==> src/hw/rtl/prsr_pkg.sv <==
`timescale 1ns / 1ps
// Package for the pixel RMS and spike rate reducer.
// Holds field widths, sizes, register codes, state types and the front-to-back job type.
package prsr_pkg;

    localparam int NUM_CHANNELS          = 64;
    localparam int MAX_SAMPLES_PER_PIXEL = 64;

    localparam int SAMPLE_W = 16;
    localparam int CHAN_W   = 6;
    localparam int VALUE_W  = 18;
    localparam int SPP_W    = 7;
    localparam int THR_W    = 16;
    localparam int RATE_W   = 18;
    localparam int PADDR_W  = 4;
    localparam int PDATA_W  = 32;

    typedef enum logic [1:0] {
        REG_SPP  = 2'd0,
        REG_MODE = 2'd1,
        REG_THR  = 2'd2,
        REG_RATE = 2'd3
    } reg_idx_t;

    typedef struct packed {
        logic [SPP_W-1:0]         spp;
        logic                     mode;
        logic signed [THR_W-1:0]  thr;
        logic [RATE_W-1:0]        rate;
    } cfg_t;

    typedef enum logic {
        F_IDLE,
        F_CALC
    } front_state_t;

    typedef enum logic [2:0] {
        B_IDLE,
        B_WALK,
        B_PREP,
        B_DIV,
        B_SQRT,
        B_OUT
    } back_state_t;

    typedef struct packed {
        logic [CHAN_W-1:0]          ch;
        logic [SPP_W-1:0]           n;
        logic signed [SAMPLE_W:0]   mid2;
    } job_t;

    typedef struct packed {
        logic                       en;
        logic [CHAN_W-1:0]          ch;
        logic [SPP_W-1:0]           idx;
        logic signed [SAMPLE_W-1:0] data;
    } store_wr_t;

    typedef struct packed {
        logic full;
        logic hit;
    } q_stat_t;

endpackage

==> src/hw/rtl/prsr_if.sv <==
`timescale 1ns / 1ps
// Valid/ready channel interfaces for samples in and pixels out.
// Depends on prsr_pkg for the field widths.
interface prsr_smp_if;
    import prsr_pkg::*;
    logic                       valid;
    logic                       ready;
    logic [CHAN_W-1:0]          channel_index;
    logic signed [SAMPLE_W-1:0] sample_value;
    modport source (output valid, output channel_index, output sample_value, input ready);
    modport sink (input valid, input channel_index, input sample_value, output ready);
endinterface


==> src/hw/rtl/prsr_front.sv <==
`timescale 1ns / 1ps
// Front part: accepts samples, keeps per-channel fill count, minimum and maximum,
// writes the sample store and issues one job per completed pixel. Uses prsr_pkg.
module prsr_front import prsr_pkg::*; (
    input  logic              clk,
    input  logic              rst_n,
    prsr_smp_if.sink          smp,
    input  cfg_t              cfg,
    input  q_stat_t           q_stat,
    input  logic              back_hit,
    output logic [CHAN_W-1:0] query_ch,
    output logic              push,
    output job_t              push_job,
    output store_wr_t         st_wr
);

    localparam int CI_W = (NUM_CHANNELS > 1) ? $clog2(NUM_CHANNELS) : 1;

    logic [SPP_W-1:0]           fill_mem [NUM_CHANNELS];
    logic signed [SAMPLE_W-1:0] min_mem  [NUM_CHANNELS];
    logic signed [SAMPLE_W-1:0] max_mem  [NUM_CHANNELS];

    front_state_t               state_reg, state_next;
    logic [NUM_CHANNELS-1:0]    fvld_reg, fvld_next;
    logic [CHAN_W-1:0]          ch_reg;
    logic signed [SAMPLE_W-1:0] s_reg;
    logic [SPP_W-1:0]           fill_rd_reg;
    logic signed [SAMPLE_W-1:0] min_rd_reg;
    logic signed [SAMPLE_W-1:0] max_rd_reg;
    logic                       vld_rd_reg;

    logic                       accept;
    logic                       in_range;
    logic [CI_W-1:0]            ci_in;
    logic [CI_W-1:0]            ci_reg;
    logic [SPP_W-1:0]           spp_eff;
    logic [SPP_W-1:0]           fill;
    logic [SPP_W-1:0]           n;
    logic                       done;
    logic signed [SAMPLE_W-1:0] new_min;
    logic signed [SAMPLE_W-1:0] new_max;

    assign query_ch = smp.channel_index;
    assign in_range = (32'(smp.channel_index) < NUM_CHANNELS);
    assign ci_in    = CI_W'(smp.channel_index);
    assign ci_reg   = CI_W'(ch_reg);
    assign smp.ready = (state_reg == F_IDLE) && !q_stat.full && !q_stat.hit && !back_hit;
    assign accept   = smp.valid && smp.ready;

    always_comb
    begin
        if (cfg.spp == '0)
        begin
            spp_eff = SPP_W'(1);
        end
        else if (32'(cfg.spp) > MAX_SAMPLES_PER_PIXEL)
        begin
            spp_eff = SPP_W'(MAX_SAMPLES_PER_PIXEL);
        end
        else
        begin
            spp_eff = cfg.spp;
        end
    end

    always_comb
    begin
        fill    = vld_rd_reg ? fill_rd_reg : '0;
        new_min = ((fill == '0) || (s_reg < min_rd_reg)) ? s_reg : min_rd_reg;
        new_max = ((fill == '0) || (s_reg > max_rd_reg)) ? s_reg : max_rd_reg;
        n       = fill + SPP_W'(1);
        done    = (n >= spp_eff);
    end

    always_comb
    begin
        state_next = state_reg;
        fvld_next  = fvld_reg;
        push       = 1'b0;
        case (state_reg)
            F_IDLE:
            begin
                if (accept && in_range)
                begin
                    state_next = F_CALC;
                end
            end
            F_CALC:
            begin
                push             = done;
                fvld_next[ci_reg] = 1'b1;
                state_next       = F_IDLE;
            end
            default:
            begin
                state_next = F_IDLE;
            end
        endcase
    end

    assign st_wr.en       = (state_reg == F_CALC);
    assign st_wr.ch       = ch_reg;
    assign st_wr.idx      = fill;
    assign st_wr.data     = s_reg;
    assign push_job.ch    = ch_reg;
    assign push_job.n     = n;
    assign push_job.mid2  = (SAMPLE_W+1)'(new_max) + (SAMPLE_W+1)'(new_min);

    always_ff @(posedge clk or negedge rst_n)
    begin
        if (!rst_n)
        begin
            state_reg <= F_IDLE;
            fvld_reg  <= '0;
        end
        else
        begin
            state_reg <= state_next;
            fvld_reg  <= fvld_next;
        end
    end

    always_ff @(posedge clk)
    begin
        if (accept && in_range)
        begin
            ch_reg      <= smp.channel_index;
            s_reg       <= smp.sample_value;
            fill_rd_reg <= fill_mem[ci_in];
            min_rd_reg  <= min_mem[ci_in];
            max_rd_reg  <= max_mem[ci_in];
            vld_rd_reg  <= fvld_reg[ci_in];
        end
        if (state_reg == F_CALC)
        begin
            fill_mem[ci_reg] <= done ? '0 : n;
            min_mem[ci_reg]  <= new_min;
            max_mem[ci_reg]  <= new_max;
        end
    end

endmodule

==> src/flat_wrapper.sv <==
// flat-port wrapper written by rule: the top's interface ports become plain ports
module prsr_front_flat import prsr_pkg::*;
  (clk, rst_n, cfg, q_stat, back_hit, query_ch, push, push_job, st_wr, smp_valid, smp_channel_index, smp_sample_value, smp_ready);
  prsr_smp_if smp_i ();
  input  logic clk;
  input  logic rst_n;
  input  cfg_t cfg;
  input  q_stat_t q_stat;
  input  logic back_hit;
  output logic [CHAN_W-1:0] query_ch;
  output logic push;
  output job_t push_job;
  output store_wr_t st_wr;
  input wire logic [$bits(smp_i.valid)-1:0] smp_valid;
  input wire logic [$bits(smp_i.channel_index)-1:0] smp_channel_index;
  input wire logic [$bits(smp_i.sample_value)-1:0] smp_sample_value;
  output wire logic [$bits(smp_i.ready)-1:0] smp_ready;
  assign smp_i.valid = smp_valid;
  assign smp_i.channel_index = smp_channel_index;
  assign smp_i.sample_value = smp_sample_value;
  assign smp_ready = smp_i.ready;
  prsr_front u_core (.clk(clk), .rst_n(rst_n), .smp(smp_i), .cfg(cfg), .q_stat(q_stat), .back_hit(back_hit), .query_ch(query_ch), .push(push), .push_job(push_job), .st_wr(st_wr));
endmodule
==> config.mk <==
export PLATFORM = sky130hd
export DESIGN_NAME = prsr_front_flat
export DESIGN_NICKNAME = d
export VERILOG_FILES = /design/src/hw/rtl/prsr_pkg.sv /design/src/hw/rtl/prsr_if.sv /design/src/hw/rtl/prsr_front.sv /design/src/flat_wrapper.sv
export SDC_FILE = /design/constraint.sdc
export NUM_CORES = 2
export LEC_CHECK = 0
export BUFFER_PORTS_ARGS = -buffer_cell sky130_fd_sc_hd__buf_4
export CORE_ASPECT_RATIO = 0.7
export CORE_MARGIN = 2
export CORE_UTILIZATION = 30
export DETAILED_ROUTE_END_ITERATION = 10
export HOLD_SLACK_MARGIN = 0.1
export PLACE_DENSITY = 0.43
export SETUP_SLACK_MARGIN = 0.5
export SYNTH_ARGS = -nofsm -noshare
export SYNTH_HDL_FRONTEND = slang
export SYNTH_SLANG_ARGS = --single-unit
==> constraint.sdc <==
create_clock -name clk -period 6.8 [get_ports clk]
set_clock_uncertainty 0.15 [all_clocks]
set_input_delay 1.36 -clock clk [delete_from_list [all_inputs] [get_ports clk]]
set_output_delay 1.36 -clock clk [all_outputs]
set_load 0.01 [all_outputs]
Word-level counts from Yosys, hierarchy flattened
Memories as Yosys holds them, arrays and structs flattened. A register that Yosys moved wholly into a read port is not among the register bits. Index checks and enable logic that the tools add are counted.

Add/sub/neg operators: 2. Order comparisons: 7. Muxes and demuxes: 15. Bitwise gates (word level): 2. Reductions and logical operators: 12.

Operator list (count): $or 64x64->64 (1); $mux 16 (2); $mux 7 (4); $add 16x16->17 (1); $gt 16x16->1 (1); $lt 16x16->1 (1); $logic_not 7->1 (2); $lt 6x7->1 const B (2); $add 7x1->7 const B (1); $ge 7x7->1 (1); $gt 7x7->1 const B (1); $bmux 1 s6 (1); $demux 1 s6 (1); $ge 6x1->1 const B (1); $mux 1 (6); $logic_and 1x1->1 (5); $logic_not 1->1 (3); $logic_or 1x1->1 (2); $pmux 1 s2 (1); $not 1->1 (1).

Bits in registers: 88. Bits in writable memories: 2496. Output and inout bits: 68. Memories kept: 3.

Memory list: u_core.max_mem (words 64, bits a word 16, rd ports 1, clocked after memory_dff 1, wr ports 1, line prsr_front.sv:21) `logic signed [SAMPLE_W-1:0] max_mem [NUM_CHANNELS];`; u_core.min_mem (words 64, bits a word 16, rd ports 1, clocked after memory_dff 1, wr ports 1, line prsr_front.sv:20) `logic signed [SAMPLE_W-1:0] min_mem [NUM_CHANNELS];`; u_core.fill_mem (words 64, bits a word 7, rd ports 1, clocked after memory_dff 1, wr ports 1, line prsr_front.sv:19) `logic [SPP_W-1:0] fill_mem [NUM_CHANNELS];`.

Logic depth before layout (Yosys ltp)
Word-level depth: 7. Mapped depth: 18. Gate-level depth less buffers: 17.

Least setup slack after synthesis
Ideal clock, no wire load.

Kind: input -> register. From: input port cfg[36] (netlist name). To: memory u_core.fill_mem[0][0], data pin. Library setup time: 0.720 ns. Data arrival time: 5.560 ns. Slack: 0.370 ns. Stages: 10. Buffers on the path: 0. Cell sequence: nor3_1 -> a21oi_1 -> nor2_1 -> ha_1 -> nand2b_1 -> a21o_1 -> a21o_1 -> a211oi_1 -> o21bai_1 -> a211oi_1.

Cells in the longest elaborated chain, start to end: 5. Elaborated cells on any way between the ends: 6.

Ends and longest elaborated chain: start: declaration (line flat_wrapper.sv:7) `input cfg_t cfg;`; $gt 7x7->1 (line prsr_front.sv:56) `else if (32'(cfg.spp) > MAX_SAMPLES_PER_PIXEL)`; $mux 7 (line prsr_front.sv:56); $mux 7 (*) (line prsr_front.sv:52) `if (cfg.spp == '0)`; $ge 7x7->1 (*) (line prsr_front.sv:72) `done = (n >= spp_eff);`; $mux 7 (*) (line prsr_front.sv:136) `fill_mem[ci_reg] <= done ? '0 : n;`; end: declaration (line prsr_front.sv:19).

Every way passes the cells marked *; elsewhere a longest branch is shown, timed or not.

==> results summary <==
The run finished, with violations left. The checks that failed: setup timing. The die covers 343000 um^2.

The final max-slew violation count came to 0. The number of sinks handled by clock tree synthesis came out at between 2000 and 3000. The number of buffers inserted by port buffering is approximately 100. The highest clock rate is 0.146 GHz. The post-place setup slack is between 0.2 and 0.25 ns. The average wire per standard cell came out at 33.3 um.

Fill cells in the final layout number between 30000 and 40000. The critical path is of the register to output port type. The via count came out at just under 50000.

For the worst-skew pair, the clock arrives at the later sink with an insertion delay of ~0.86 ns. The type of destination of the critical path is an output port. The maximum fanout along the worst path is 3. The TritonCTS clock tree is done. The final hold violation count was 0. For this run, the post-layout net count is roughly 4900.

Summed over all cells, the static leakage comes to around 0.037 uW. The final period utilization came out at 101%. The synthesized area per cell is approximately 23 um^2. The first global-routing pass estimated 428 mm of wire. In the post-synthesis netlist, the biggest area contributors are edfxtp_1 76%, mux4_2 17%, dfrtp_1 1.6%.

The worst setup slack after layout is -0.0515 ns. The required time of the critical path is roughly 5.3 ns. Setup violations remaining at the end of the flow were counted as 1. The die is 491 um tall.

The maximum number of pins on one net before global-route repair came out at 98. Setup total negative slack on the finished layout was measured at -0.0515 ns. The post-route minimum period is 6.85 ns. Pin placement for this block handled around 140 I/O pins. The largest registers in the layout are u_core.max_mem (1024), u_core.min_mem (1024), u_core.fill_mem (448).

The final weighted congestion in routability-driven placement came out at slightly below 0.8. The synthesized design spends more area on one cell type than any other, namely edfxtp_1. The flop and latch count out of synthesis is around 2600. STA classifies the critical path startpoint as a register. Once placement completed, the tool counted placed cells totaling ~9000. Setup repair after global routing could not meet its margin everywhere.

The tightest min-delay check is of the primary input to asynchronous set/reset pin type. The worst path arrival time came out at between 5 and 6 ns. The number of detailed-routing iterations run before antenna repair is 7. The fraction of the yosys area taken by sequential cells is between 70% and 80%. The layout cell share with drive strength beyond 1 is approximately a third. Traced cell by cell, the critical path runs through inv_1, ha_4, a2111oi_4, nor4_4, or4_4, a21oi_4, buf_6, buf_6, mux2_4, ha_4, a21o_1, a21oi_4, a21oi_4, o41ai_4, or4b_4, o211ai_1, buf_4. The largest individual stage delay along the critical path comes from the cell or4_4. The effective utilization at floorplan is between 30% and 40%. The total clock buffers created by CTS came out at between 200 and 300. The via count of the first global-routing pass is 49127. The transition time at the pin with the least slew margin is 1.35 ns.

The endpoint identified for the worst register-to-register timing path is u_core.fill_mem[15][1]. The CTS clock-pin slew for the worst setup and hold paths came out at 0.07 ns. The core outline area came out at around 340000 um^2. The area fraction of the dominant cell type after synthesis came out at 75.6%. The synthesized design contains 2558 enable-type register cells.

The commonest cells after synthesis are 2558 x edfxtp_1, 763 x mux4_2, 125 x nor2_1. The DRC violation count after routing came out at 0. The deepest clock path buffer count came out at 4.

Across the run, the number of max-cap violations was 0. Among all flip-flop cells after synthesis, the most frequent one is edfxtp_1. Measured along the x axis, the die boundary spans 699 um.

The startpoint identified for the worst register-to-register timing path is u_core.vld_rd_reg. The total power per unit cell area is approximately 290 nW/um^2. The synthesized netlist cell count came out at 4340.

The largest stage delay on the critical path is between 0.5 and 0.6 ns. Global routing finished with a remaining overflow of 0. The routed design has between 300 and 400 mm of wire. The ratio of routed vias to standard cells came out at 5.14. The total half-perimeter wirelength after legalization and detailed placement came out at 180 mm.

Headroom to the max-slew limit came out at 10.1%. The number of nets with antenna violations after detailed routing came out at 0. The cell chosen for the clock root is clkbuf_16. The clock tree synthesis step divided the H-tree into 5 levels. The summed instance area of the synthesized netlist came out at between 100000 and 150000 um^2.

Synthesis produced a netlist with a net count of 4467. The share of synthesized registers carrying an async set or reset came out at around 2.5%. The initial antenna violation count was 10.

The detailed router finished its first iteration with 5274 violations. For flop-to-flop paths, the worst setup slack is about 2.5 ns. VDD sags by at most between 200 and 250 uV.

In the global route stage, overall resource usage came out at about 18%. The cell depth of the worst flop-to-flop path is 11. The number of rows created at floorplan is around 180. The number of distinct library cell variants in the gate-level netlist after synthesis is around 60. The most common cell in the synthesized netlist is edfxtp_1.

The area added between synthesis and finish came out at 16.9%. The most numerous cell type found on the critical path is a21oi_4. Excluding fillers, the count of instances in the completed layout stands at ~9400.

During synthesis, Yosys emitted a total of 0 warnings.
cells by family after synthesis:
logic type | after synthesis | share of synthesized area (%)
buffers and inverters | 270 | 1.20
XOR/XNOR | 17 | 0.147
adder cells (fa/ha/maj) | 57 | 0.710
multiplexers | 829 | 17.6
flip-flops | 2623 | 77.2
AO/OA/AOI/OAI | 215 | 1.43
AND/OR/NAND/NOR | 329 | 1.63
cells in the final DEF, fill, tap and decap left out, types with 9 or more instances in the layout:
cell | netlist | routed
inv_1 | 44 | 38
o21ai_0 | 13 | 10
buf_4 | 18 | 308
mux2_4 | 9 | 12
mux4_2 | 763 | 763
xnor2_1 | 11 | 10
clkinv_2 | 0 | 31
a21o_1 | 9 | 9
clkbuf_1 | 94 | 77
nor4_1 | 11 | 9
o22ai_1 | 62 | 62
ha_1 | 56 | 39
nor2_1 | 125 | 60
or2_2 | 66 | 66
mux2_2 | 23 | 21
clkbuf_16 | 0 | 281
a21oi_1 | 54 | 39
buf_6 | 0 | 13
mux2i_1 | 33 | 32
nand2b_1 | 12 | 11
clkinv_1 | 0 | 44
a22oi_1 | 18 | 18
o221ai_1 | 25 | 25
a21oi_4 | 1 | 10
buf_12 | 1 | 34
bufinv_16 | 0 | 18
nor2b_1 | 19 | 16
a211oi_1 | 13 | 12
ha_4 | 0 | 17
nand2_1 | 40 | 35
nor2_4 | 0 | 64
nand3_1 | 13 | 12
edfxtp_1 | 2558 | 2558
dfrtp_1 | 65 | 65
critical path: cells and delay by family, from the launching register on:
kind | cells | cell delay, ns
DFF | 1 | 0.45
buffers and inverters | 4 | 0.55
muxes | 1 | 0.31
adders and majority gates | 2 | 0.43
AOI/OAI and AO/OA | 7 | 1.58
and+or+nand+nor | 3 | 1.14
cell type report:
class | instances | area [um^2] | share of cell area, %
antenna | 3 | 7.51 | 0.00632
clock buffer | 360 | 7350 | 6.19
tap | 4500 | 5630 | 4.74
clock inverter | 104 | 971 | 0.818
timing repair buffer | 359 | 3200 | 2.70
multi-input combinational | 1447 | 22900 | 19.3
sequential | 2623 | 78400 | 66.1
inverter | 44 | 165 | 0.139
how the worst max path moves through the flow:
stage / startpoint / to / slack [ns] / cells after the start
after floorplan: u_core.s_reg[10] / push_job[13] / 0.52 / 14
after global placement: u_core.s_reg[15] / push_job[13] / 0.23 / 15
after detailed placement: u_core.s_reg[15] / push_job[13] / 0.24 / 15
after CTS: u_core.min_rd_reg[11] / push_job[13] / -0.08 / 17
after global routing: u_core.min_rd_reg[1] / push_job[13] / -0.19 / 17
final: u_core.min_rd_reg[1] / push_job[13] / -0.05 / 17
routing by layer:
| layer | GRT usage (%) | vias up | share of wire (%) | wire length, um |
|---|---|---|---|---|
| li1 | - | 19365 | - | - |
| met1 | 26.6 | 27449 | 46 | 145000 |
| met2 | 28.2 | 1406 | 47 | 146000 |
| met3 | 2.60 | 341 | 5.1 | 16000 |
| met4 | 3.97 | 0 | 2.2 | 6890 |
| met5 | 0 | - | 0 | 0 |
per-stage QoR:
| stage | total power, uW | utilization (%) | hold slack [ns] | area (um^2) |
|---|---|---|---|---|
| after floorplan | 19000 | - | 0.284 | 102000 |
| after global routing | 35100 | 35.3 | 0.254 | 119000 |
| final | 34000 | 35.3 | 0.280 | 119000 |
| after detailed placement | 19800 | 32.6 | 0.298 | 110000 |
| after global placement | 19800 | 32.6 | 0.296 | 110000 |
| after CTS | 34400 | 35.2 | 0.245 | 118000 |
what timing repair did:
item,in CTS,in global routing
pin swaps,19,23
gates resized for setup,67,25
hold buffers,0,0
setup buffers,14,9
endpoints found under the setup margin,15,13
report_power, final:
part | switching, uW | internal, uW
Clock | 6250 | 8270
Combinational | 1070 | 703
Sequential | 14.2 | 17700
Power figures use the tool's default switching activity.
