**config.mk**
```make
export PLATFORM = sky130hd
export DESIGN_NAME = prsr_queue
export DESIGN_NICKNAME = d
export VERILOG_FILES = /design/src/hw/rtl/prsr_pkg.sv /design/src/hw/rtl/prsr_queue.sv
export SDC_FILE = /design/constraint.sdc
export NUM_CORES = 1
export LEC_CHECK = 0
export ABC_AREA = 1
export BUFFER_PORTS_ARGS = -buffer_cell sky130_fd_sc_hd__buf_2
export CAP_MARGIN = 20
export CORE_ASPECT_RATIO = 1.5
export CORE_MARGIN = 10
export CORE_UTILIZATION = 51
export CTS_CLUSTER_DIAMETER = 120
export CTS_CLUSTER_SIZE = 14
export DETAILED_ROUTE_END_ITERATION = 10
export GPL_TIMING_DRIVEN = 0
export HOLD_SLACK_MARGIN = 0.1
export PLACE_DENSITY = 0.76
export SYNTH_ARGS = -nofsm -noshare
export SYNTH_HDL_FRONTEND = slang
export SYNTH_SLANG_ARGS = --single-unit
```
**constraint.sdc**
```tcl
create_clock -name clk -period 3 [get_ports clk]
set_clock_uncertainty 0.1 [all_clocks]
set_input_delay 0.15 -clock clk [delete_from_list [all_inputs] [get_ports clk]]
set_output_delay 0.15 -clock clk [all_outputs]
set_load 0.01 [all_outputs]
```
**src/hw/rtl/prsr_pkg.sv**
```systemverilog
`timescale 1ns / 1ps
// Package for the pixel RMS and spike rate reducer.
// Holds field widths, sizes, register codes, state types and the front-to-back job type.
package prsr_pkg;

    localparam int NUM_CHANNELS          = 64;
    localparam int MAX_SAMPLES_PER_PIXEL = 64;

    localparam int SAMPLE_W = 16;
    localparam int CHAN_W   = 6;
    localparam int VALUE_W  = 18;
    localparam int SPP_W    = 7;
    localparam int THR_W    = 16;
    localparam int RATE_W   = 18;
    localparam int PADDR_W  = 4;
    localparam int PDATA_W  = 32;

    typedef enum logic [1:0] {
        REG_SPP  = 2'd0,
        REG_MODE = 2'd1,
        REG_THR  = 2'd2,
        REG_RATE = 2'd3
    } reg_idx_t;

    typedef struct packed {
        logic [SPP_W-1:0]         spp;
        logic                     mode;
        logic signed [THR_W-1:0]  thr;
        logic [RATE_W-1:0]        rate;
    } cfg_t;

    typedef enum logic {
        F_IDLE,
        F_CALC
    } front_state_t;

    typedef enum logic [2:0] {
        B_IDLE,
        B_WALK,
        B_PREP,
        B_DIV,
        B_SQRT,
        B_OUT
    } back_state_t;

    typedef struct packed {
        logic [CHAN_W-1:0]          ch;
        logic [SPP_W-1:0]           n;
        logic signed [SAMPLE_W:0]   mid2;
    } job_t;

    typedef struct packed {
        logic                       en;
        logic [CHAN_W-1:0]          ch;
        logic [SPP_W-1:0]           idx;
        logic signed [SAMPLE_W-1:0] data;
    } store_wr_t;

    typedef struct packed {
        logic full;
        logic hit;
    } q_stat_t;

endpackage

```
**src/hw/rtl/prsr_queue.sv**
```systemverilog
`timescale 1ns / 1ps
// Two-entry job queue between the front and back parts.
// Also reports whether a queued job belongs to a queried channel. Uses prsr_pkg.
module prsr_queue import prsr_pkg::*; (
    input  logic              clk,
    input  logic              rst_n,
    input  logic              push,
    input  job_t              push_job,
    input  logic              pop,
    input  logic [CHAN_W-1:0] query_ch,
    output q_stat_t           q_stat,
    output logic              head_valid,
    output job_t              head_job
);

    job_t       ent_reg [2];
    logic [1:0] vld_reg, vld_next;
    logic       wr_ptr_reg, wr_ptr_next;
    logic       rd_ptr_reg, rd_ptr_next;

    assign head_valid  = vld_reg[rd_ptr_reg];
    assign head_job    = ent_reg[rd_ptr_reg];
    assign q_stat.full = &vld_reg;
    assign q_stat.hit  = (vld_reg[0] && (ent_reg[0].ch == query_ch)) ||
                         (vld_reg[1] && (ent_reg[1].ch == query_ch));

    always_comb
    begin
        vld_next    = vld_reg;
        wr_ptr_next = wr_ptr_reg;
        rd_ptr_next = rd_ptr_reg;
        if (pop && head_valid)
        begin
            vld_next[rd_ptr_reg] = 1'b0;
            rd_ptr_next          = !rd_ptr_reg;
        end
        if (push)
        begin
            vld_next[wr_ptr_reg] = 1'b1;
            wr_ptr_next          = !wr_ptr_reg;
        end
    end

    always_ff @(posedge clk or negedge rst_n)
    begin
        if (!rst_n)
        begin
            vld_reg    <= '0;
            wr_ptr_reg <= 1'b0;
            rd_ptr_reg <= 1'b0;
        end
        else
        begin
            vld_reg    <= vld_next;
            wr_ptr_reg <= wr_ptr_next;
            rd_ptr_reg <= rd_ptr_next;
        end
    end

    always_ff @(posedge clk)
    begin
        if (push)
        begin
            ent_reg[wr_ptr_reg] <= push_job;
        end
    end

endmodule

```
After elaboration in Yosys (flattened, before gate mapping)
Memories as Yosys holds them, arrays and structs flattened.
Index checks and enable logic that the tools add are counted.
Word-level totals
  register bits: 4
  memory bits (writable): 60
  memories: 1
Memories
  ent_reg: words 2, bits a word 30, rd ports 3, clocked after memory_dff 0, wr ports 1, line prsr_queue.sv:16  | job_t ent_reg [2];
Cells by class
  magnitude comparators: 4
  eq/ne operators: 2
  multiplexer cells: 10
  bitwise gates (word level): 3
  reductions and logical operators: 9
Operators with widths (number)
  6-bit == test: 2
  1-bit 2-to-1 mux: 6
  1-bit logical AND: 5
  1-bit by 2-bit < comparator with 1-bit output (second input constant): 2
  2-bit 2-to-1 mux: 2
  2-bit AND: 1
  1-bit demux with 1-bit select: 2
  1-bit greater-or-equal comparator (second input constant): 2
  1-bit logical NOT: 2
  2-bit NOT: 1
  2-bit bitwise OR: 1
  2-bit AND reduction: 1
  1-bit logical OR: 1

Depth between registers and ports, before layout
Gate-level depths: netlist of run 1.
  depth after elaboration: 9
  mapped depth: 8
  depth with buffers taken out: 8

Least setup slack after synthesis of run 1
Ideal clock, no wire load.
  path kind: reg-to-reg
  start point: register wr_ptr_reg
  end point: memory ent_reg[0][0] in the netlist's numbering (enable)
  arrival: 1.692 ns
  setup slack: 0.790 ns
  stages on the path, launching flop included: 2
  path buffers: 0
  cell sequence: dfrtp_1 > nor2_1
RTL lines
  from (decl): line prsr_queue.sv:18  | logic wr_ptr_reg, wr_ptr_next;
  from (signal assigned): line prsr_queue.sv:55  | wr_ptr_reg <= wr_ptr_next;
  to (decl): line prsr_queue.sv:16
No word-level cell before the write port.

Worst setup path after layout of run 1
  start point: register wr_ptr_reg
  end point: memory ent_reg[1][9] in the netlist's numbering (enable)
No word-level cell before the write port.

==> impl_metrics.csv, run 1 <==
group,metric,value,unit
outcome,status,"complete, no violations",
setup_path,crit_path_end_kind,"flip-flop",
synthesis,synth.avg_cell_area,11.02,um2
sta,setup_viol,0,
global_routing,track_usage,0.1389,
floorplan,row_count,31,
floorplan,die_w,78.44,um
setup_path,critPathArrivalTime,1.64,ns
final_layout,largest_reg_flops,60,
clock_network,cts-root-buf,"clkbuf_8",
final_layout,fin_nets,395,
final_layout,nFillCells,367,
final_layout,drive_gt1_frac,0.2667,
global_routing,grt-busiest-layer,"met2",
global_routing,grt_pass1_wl,9045,um
routing,post-route-drc-count,0,
clock_network,clk_latency,0.33,ns
setup_path,path_max_fanout,16,
floorplan,io_pins,73,
final_layout,num_antenna_cells,0,
place,placed_cell_area,3090,um2
final_layout,syn2layout_area_growth,37.21,%
power,peakVddDrop,0.4918,mV
synthesis,ys_warn_count,0,
sta,worstMarginPinSlew,0.8893,ns
synthesis,netlist_top_cells_count,"nand2_1, edfxtp_1, inv_1",
clock_network,clkSinkCount,64,
routing,routedWlPerCell,13.42,um
floorplan,die_area,8444,um2
clock_network,clk_pin_slew,0.07,ns
setup_path,worstSetupPathType,"reg2reg",
clock_network,post_cts_buffers,0,
synthesis,async_flop_share,0.06250,
clock_network,cts_resized,0,
global_routing,met2_usage,0.2435,
sta,tns,0,ns
clock_network,htreeDepth,3,
place,hpwl,3876,um
sta,slew-limit-headroom,0.4058,
sta,rsz0062_at_grt,"false",
global_routing,overflow,0,
floorplan,start_util,0.5346,
final_layout,stdcell_area,3585,um2
sta,final.min_clock_period,1.700,ns
synthesis,synth_nets,277,
place,place_ws,1.311,ns
worst_hold_path,hold_path.class,"in2reg",
power,p_per_area,809.6,nW/um2
clock_network,cts_made_buffers,9,
clock_network,tritoncts,"done",
sta,drv_slew,0,
routing,wl,5718,um
final_layout,regArea,1902,um2
synthesis,synth_cell_type_count,15,
global_routing,grt_max_degree,31,
routing,drtPass1Iterations,4,
global_routing,antenna_found_initial,0,
synthesis,ys.flop_type,"edfxtp_1",
power,p_leak,1.689,nW
floorplan,die_y,107.7,um
synthesis,syn_area,2613,um2
final_layout,multiInputGateArea,573.1,um2
synthesis,synth.area.top_cells,"edfxtp_1, nand2_1, dfrtp_1",
routing,vias_per_cell,4.498,
flow_run,cap_viol_max_count,0,
clock_network,clock_tree.buffer_depth,2,
place,io_buffers,72,
routing,num_vias,1916,
global_routing,grtUsageMet1,0.1336,
synthesis,synth_cells,237,
routing,first_iter_violations,68,
synthesis,synth-edff-count,60,
sta,finalCritPeriodShare,0.5667,
synthesis,yosysTopAreaCell,"edfxtp_1",
setup_path,start_kind,"flip-flop",
synthesis,synth-seq-cells,64,
global_routing,grt_util_met3,0.05853,
sta,finalHoldViolations,0,
sta,clock.fmax,588.2,MHz
floorplan,coreArea,4887,um2
synthesis,synth.top_cell.area_share,0.6897,
synthesis,synth_most_common_cell,"nand2_1",
setup_path,required,2.94,ns
place,gp_congestion,0.7426,
global_routing,grt_pass1_vias,1986,
routing,detail-route-antenna-nets,0,
synthesis,ys_seq_area_frac,0.7280,
sta,fin_ws,1.300,ns
final_layout,finalCoreUtilization,0.7335,
## worst max-delay path: stages, from the launching register on
cell and delay (ns):
dfrtp_1 0.43, nand2_1 0.09, inv_1 0.54, buf_16 0.23
## final timing paths
kind                              startpoint             end  slack [ns]  cells after the start
worst max-delay path              wr_ptr_reg   ent_reg[1][9]        1.30                      3
worst min-delay path            push_job[11]  ent_reg[0][11]        0.43                      2
worst max register to register    wr_ptr_reg   ent_reg[1][9]        1.30                      3
worst min register to register    vld_reg[0]      vld_reg[0]        0.45                      2
max in group asynchronous              rst_n      vld_reg[1]        2.04                      3
min in group asynchronous              rst_n      vld_reg[0]        0.60                      3
## logic make-up (layout without fill, tap and decap cells)
logic type / after synthesis / in the layout / share of synthesized area
compound gates: 11 / 11 / 0.02251
simple gates: 126 / 126 / 0.1839
flops: 64 / 64 / 0.7280
xor+xnor: 3 / 3 / 0.01006
buf+inv: 33 / 156 / 0.05555
## area by class of cell
class / count / area share
flip-flops and latches: 64 / 0.5305
repair buffers: 107 / 0.2031
multi-input cells: 140 / 0.1599
clock buffers: 10 / 0.03560
inverters: 27 / 0.02827
well taps: 66 / 0.02304
plain buffers: 6 / 0.01222
clock inverters: 6 / 0.007330
## metal layers
| layer | part of all wire | wire, um |
|---|---|---|
| met1 | 0.39 | 2220 |
| met2 | 0.51 | 2944 |
| met3 | 0.076 | 436 |
| met4 | 0.020 | 117 |
| met5 | 0 | 0 |
## cell usage in the layout, fill, tap and decap left out, types with 4 or more instances in the layout
master | netlist | final
buf_2 | 2 | 74
clkbuf_8 | 0 | 9
dfrtp_1 | 4 | 4
dlygate4sd3_1 | 0 | 34
edfxtp_1 | 60 | 60
inv_1 | 26 | 26
nand2_1 | 115 | 115
nor2_1 | 7 | 6
o21ai_0 | 9 | 9
## power breakdown
part | internal (mW) | switching, mW
clock network | 0.286 | 0.298
logic | 0.403 | 0.649
registers | 1.19 | 0.0721
## per-stage QoR
step           hold WS (ns)  instances  power [mW]
6_report             0.4335        426       2.902
5_1_grt              0.4301        426       3.104
4_1_cts              0.4131        426       2.945
3_5_place_dp        -0.1404        376       2.318
3_3_place_gp        -0.1442        375       2.271
2_1_floorplan       -0.2456        237       1.874
## what timing repair did
item / 4_1_cts / 5_1_grt
setup endpoints to repair: 0 / 0
hold endpoints to repair: 68 / 0
hold buffers: 34 / 0
Note: power is estimated with default switching activity, not from simulation.
==> run 2: changes to the inputs <==
- CORE_UTILIZATION: 51 -> 46
- PLACE_DENSITY: 0.76 -> 0.73
- clock period: 3 -> 1.4 ns (I/O delays scaled with it)
==> run 2 against run 1 <==
The flow now finishes with violations (setup timing); critical path depth rose by 2; register-to-register slack got worse by 1.3 ns; clock power rose to 2.8 times the previous value; non-clock buffer count rose by 19; sequential power up 120%; design area rose by 18%; global-route usage increased by 0.81 points; final cell count grew 5.6%.
==> impl_metrics.csv, run 2 (same netlist as run 1, synthesis figures left out) <==
group,metric,value,unit
global_routing,track_usage,0.1469,
routing,detail-route-antenna-nets,0,
sta,rsz0062_at_grt,"true",
clock_network,clock_tree.buffer_depth,2,
setup_path,path_max_fanout,8,
final_layout,syn2layout_area_growth,61.25,%
global_routing,grt_pass1_vias,2194,
sta,worstMarginPinSlew,0.2749,ns
clock_network,cts_made_buffers,9,
routing,first_iter_violations,86,
clock_network,clkSinkCount,64,
floorplan,die_area,9156,um2
global_routing,antenna_found_initial,0,
final_layout,layout_commonest_cell,"nand2_1",
floorplan,io_pins,73,
setup_path,crit_path_end_kind,"output port",
place,gp_congestion,0.8670,
final_layout,largest_reg_flops,60,
clock_network,htreeDepth,3,
floorplan,die_w,81.53,um
clock_network,clk_pin_slew,0.06,ns
routing,post-route-drc-count,0,
global_routing,grt_max_degree,16,
floorplan,row_count,33,
power,peakVddDrop,1.233,mV
setup_path,r2r_cells,7,
setup_path,required,1.23,ns
outcome,status,"finished with violations",
routing,vias_per_cell,4.780,
sta,clock.fmax,647.6,MHz
routing,wl,7025,um
sta,fin_ws,-0.1443,ns
clock_network,cts-root-buf,"clkbuf_8",
routing,drtPass1Iterations,4,
sta,drv_slew,0,
place,placed_cell_area,3074,um2
sta,finalCritPeriodShare,1.103,
routing,num_vias,2151,
outcome,violations,"setup timing",
sta,holdWs,0.3598,ns
floorplan,die_y,112.3,um
worst_hold_path,min_path_cells,2,
sta,slew-limit-headroom,0.8165,
worst_hold_path,hold_path.class,"in2reg",
place,io_buffers,72,
flow_run,cap_viol_max_count,0,
floorplan,coreArea,5492,um2
sta,final.min_clock_period,1.544,ns
final_layout,drive_gt1_frac,0.4605,
sta,finalHoldViolations,0,
power,total_power,8.169,mW
setup_path,start_kind,"flip-flop",
setup_path,critPathArrivalTime,1.37,ns
final_layout,stdcell_area,4213,um2
clock_network,tritoncts,"done",
global_routing,overflow,0,
setup_path,worstSetupPathType,"reg2out",
final_layout,num_antenna_cells,0,
floorplan,start_util,0.4757,
routing,routedWlPerCell,15.61,um
place,hpwl,4003,um
power,p_leak,1.939,nW
power,p_per_area,1939,nW/um2
sta,setup_viol,32,
clock_network,clk_latency,0.33,ns
final_layout,final_cell_mix,"nand2_1, edfxtp_1, buf_2",
global_routing,grt_pass1_wl,10180,um
final_layout,fin_nets,416,
-- run 2: changes by cell type in the layout (fill, tap and decap cells not counted), sizes merged --
cell      previous run  this run
inv                 27        25
clkbuf              10        13
clkinv               6         3
buf                 79        96
nor2                 7         8
clkinvlp             0         2
bufinv               0         2
-- run 2: cell type report --
type	instances	area, um2
flip-flops and latches	64	1904
fillers	364	1279
repair buffers	126	1022
multi-input cells	141	787.0
clock buffers	11	131.4
inverters	27	110.1
plain buffers	6	92.59
well taps	70	87.58
clock inverters	4	70.07
repair inverters	1	7.507
-- run 2: final timing paths --
kind | slack, ns | to | startpoint
min in group asynchronous | 0.53 | vld_reg[0] | rst_n
worst min-delay path | 0.36 | ent_reg[0][6] | push_job[6]
max in group asynchronous | 0.48 | rd_ptr_reg | rst_n
worst max-delay path | -0.14 | head_job[1] | rd_ptr_reg
worst max register to register | 0.03 | rd_ptr_reg | rd_ptr_reg
worst min register to register | 0.51 | vld_reg[1] | vld_reg[1]
-- run 2: per-stage QoR --
step | cells | utilization | setup WS [ns] | TNS, ns
floorplan | 237 | - | -0.008536 | -0.2561
global placement | 379 | 0.5598 | -0.2994 | -16.37
detailed placement | 379 | 0.5598 | -0.3054 | -16.70
CTS | 443 | 0.6951 | -0.1291 | -3.485
global route | 450 | 0.7671 | -0.2076 | -5.179
finish | 450 | 0.7671 | -0.1443 | -3.595
-- run 2: what timing repair did --
item	in CTS	in global routing
resized for setup	22	87
cloned	4	2
pin swaps	4	32
setup endpoints to repair	92	32
hold buffers	34	0
hold endpoints to repair	68	0
setup buffers	11	5
-- run 2: power by group --
part	internal, mW	switching (mW)
clock network	0.988	0.635
registers	2.56	0.254
logic	1.84	1.89
-- run 2: per-layer routing --
layer | vias up | wire length (um) | GRT usage
met3 | 15 | 495 | 0.04872
met5 | - | 0 | 0
li1 | 1038 | - | -
met4 | 0 | 192 | 0.08227
met2 | 57 | 4026 | 0.2639
met1 | 1041 | 2311 | 0.1382
-- run 2: worst max-delay path, cell delays in order, from the launching register on --
cell	delay (ns)
dfrtp_2	0.46
buf_12	0.17
buf_8	0.14
nand2_2	0.05
nand2_1	0.06
buf_2	0.15
==> run 3: changes to the inputs <==
- GPL_TIMING_DRIVEN: 0 -> default
- SETUP_SLACK_MARGIN: default -> 0.3
- SKIP_CTS_REPAIR_TIMING: default -> 1
==> run 3 against run 2 <==
The flow still finishes with violations (setup timing); design area shrank 1.9%; register-to-register slack improved by 0.15 ns; core utilization down 1.4 points; largest power group unchanged; highest routed layer unchanged.
==> impl_metrics.csv, run 3 (same netlist as run 1, synthesis figures left out) <==
group,metric,value,unit
clock_network,htreeDepth,3,
setup_path,cp_slowest_stage_delay,0.47,ns
final_layout,final_cell_mix,"nand2_1, edfxtp_1, buf_2",
outcome,violations,"setup timing",
final_layout,regArea,1904,um2
global_routing,grt_max_degree,28,
clock_network,cts-root-buf,"clkbuf_8",
clock_network,tritoncts,"done",
setup_path,required,1.23,ns
final_layout,finalCoreUtilization,0.7528,
sta,fin_ws,-0.1208,ns
setup_path,r2r_slack,0.18,ns
final_layout,nFillCells,340,
outcome,status,"finished with violations",
sta,finalCritPeriodShare,1.086,
routing,routedWlPerCell,15.25,um
setup_path,crit_chain,"buf_4 > buf_8 > nand2_1 > nand2_2 > buf_6",
sta,rsz0062_at_grt,"true",
clock_network,clk_pin_slew,0.07,ns
setup_path,slowest_stage,"dfrtp_2",
final_layout,largest_reg_flops,60,
global_routing,overflow,0,
floorplan,die_y,112.3,um
final_layout,fin_nets,404,
floorplan,io_pins,73,
worst_hold_path,min_from,"push_job[10]",
place,io_buffers,72,
place,gp_congestion,0.8027,
floorplan,die_w,81.53,um
global_routing,grt_pass1_wl,8404,um
setup_path,crit_path_end_kind,"output port",
sta,worstMarginPinSlew,0.2144,ns
sta,final.min_clock_period,1.521,ns
clock_network,clock_tree.buffer_depth,2,
clock_network,clkSinkCount,64,
flow_run,cap_viol_max_count,0,
routing,wl,6695,um
power,peakVddDrop,1.028,mV
setup_path,start_kind,"flip-flop",
clock_network,clk_latency,0.33,ns
final_layout,instances_no_fill,439,
final_layout,layout_commonest_cell,"nand2_1",
routing,detail-route-antenna-nets,0,
power,p_leak,1.899,nW
floorplan,die_area,9156,um2
global_routing,track_usage,0.1219,
floorplan,row_count,33,
floorplan,coreArea,5492,um2
worst_hold_path,min_path_cells,2,
power,p_per_area,1873,nW/um2
setup_path,path_max_fanout,7,
sta,clock.fmax,657.6,MHz
sta,tns,-2.788,ns
final_layout,syn2layout_area_growth,58.24,%
global_routing,grt_pass1_vias,1795,
routing,vias_per_cell,4.631,
routing,first_iter_violations,98,
global_routing,antenna_found_initial,0,
setup_path,crit-reg2reg-capture,"rd_ptr_reg",
sta,drv_slew,0,
setup_path,r2r_start,"rd_ptr_reg",
sta,slew-limit-headroom,0.8566,
final_layout,drive_gt1_frac,0.4309,
final_layout,num_antenna_cells,0,
worst_hold_path,hold_path.class,"in2reg",
worst_hold_path,hold_path_end,"ent_reg[1][10]",
routing,drtPass1Iterations,4,
routing,num_vias,2033,
clock_network,cts_made_buffers,9,
setup_path,r2r_cells,4,
floorplan,start_util,0.4757,
place,hpwl,4003,um
sta,setup_viol,32,
setup_path,critPathArrivalTime,1.35,ns
setup_path,startpoint,"rd_ptr_reg",
sta,finalHoldViolations,0,
setup_path,worstSetupPathType,"reg2out",
place,dp_cells,380,
routing,post-route-drc-count,0,
final_layout,multiInputGateArea,787.0,um2
==> run 3: cell types whose count changed in the layout (fill, tap and decap cells not counted), moves of 3 or more <==
| cell | previous run | this run |
|---|---|---|
| buf_4 | 14 | 4 |
| nand2_2 | 34 | 28 |
| buf_2 | 58 | 53 |
| buf_6 | 17 | 21 |
| nand2_4 | 14 | 18 |
| o21ai_1 | 2 | 6 |
| inv_1 | 22 | 25 |
| inv_2 | 3 | 0 |
| o21ai_0 | 4 | 1 |
==> run 3: worst max-delay path by stage <==
stage | end | slack (ns) | cells past startpoint
CTS | head_job[19] | -0.14 | 5
detailed placement | ent_reg[1][17] | 0.17 | 3
floorplan | ent_reg[1][0] | -0.009 | 2
finish | head_job[13] | -0.12 | 5
global placement | ent_reg[1][21] | 0.20 | 3
global route | q_stat[0] | -0.20 | 8
==> run 3: layer usage <==
metal  share of wire  wire [um]  GRT usage
met1            0.37       2466     0.1220
met2            0.54       3642     0.2062
met3           0.068        455    0.05192
met4           0.020        131    0.06257
met5               0          0          0
==> run 3: final cells by class <==
class	count	area share
sequential	64	0.4607
timing repair buffer	122	0.2618
multi-input combinational	140	0.1904
clock buffer	9	0.02996
inverter	27	0.02663
tap	70	0.02119
clock inverter	7	0.009383
==> run 3: through the flow <==
step	total power, mW	cell area [um2]	setup WS [ns]	hold WS [ns]
after floorplan	4.029	2626	-0.008536	-0.3256
after global placement	5.017	3146	0.1974	-0.2194
after detailed placement	5.087	3146	0.1694	-0.2182
after CTS	6.363	3308	-0.1376	-0.5843
after global routing	8.210	4134	-0.1966	0.3498
final	7.743	4134	-0.1208	0.3603
==> run 3: worst max-delay path, delay by kind of cell (launching register included) <==
| kind | cells | cell delay [ns] |
|---|---|---|
| and+or+nand+nor | 2 | 0.14 |
| buffers and inverters | 3 | 0.41 |
| DFF | 1 | 0.47 |
==> run 3: power breakdown <==
group          switching (mW)  internal (mW)  total, mW
sequential              0.236           2.56       2.80
clock                   0.674          0.621       1.30
combinational            1.88           1.76       3.65
total                    2.79           4.95       7.74
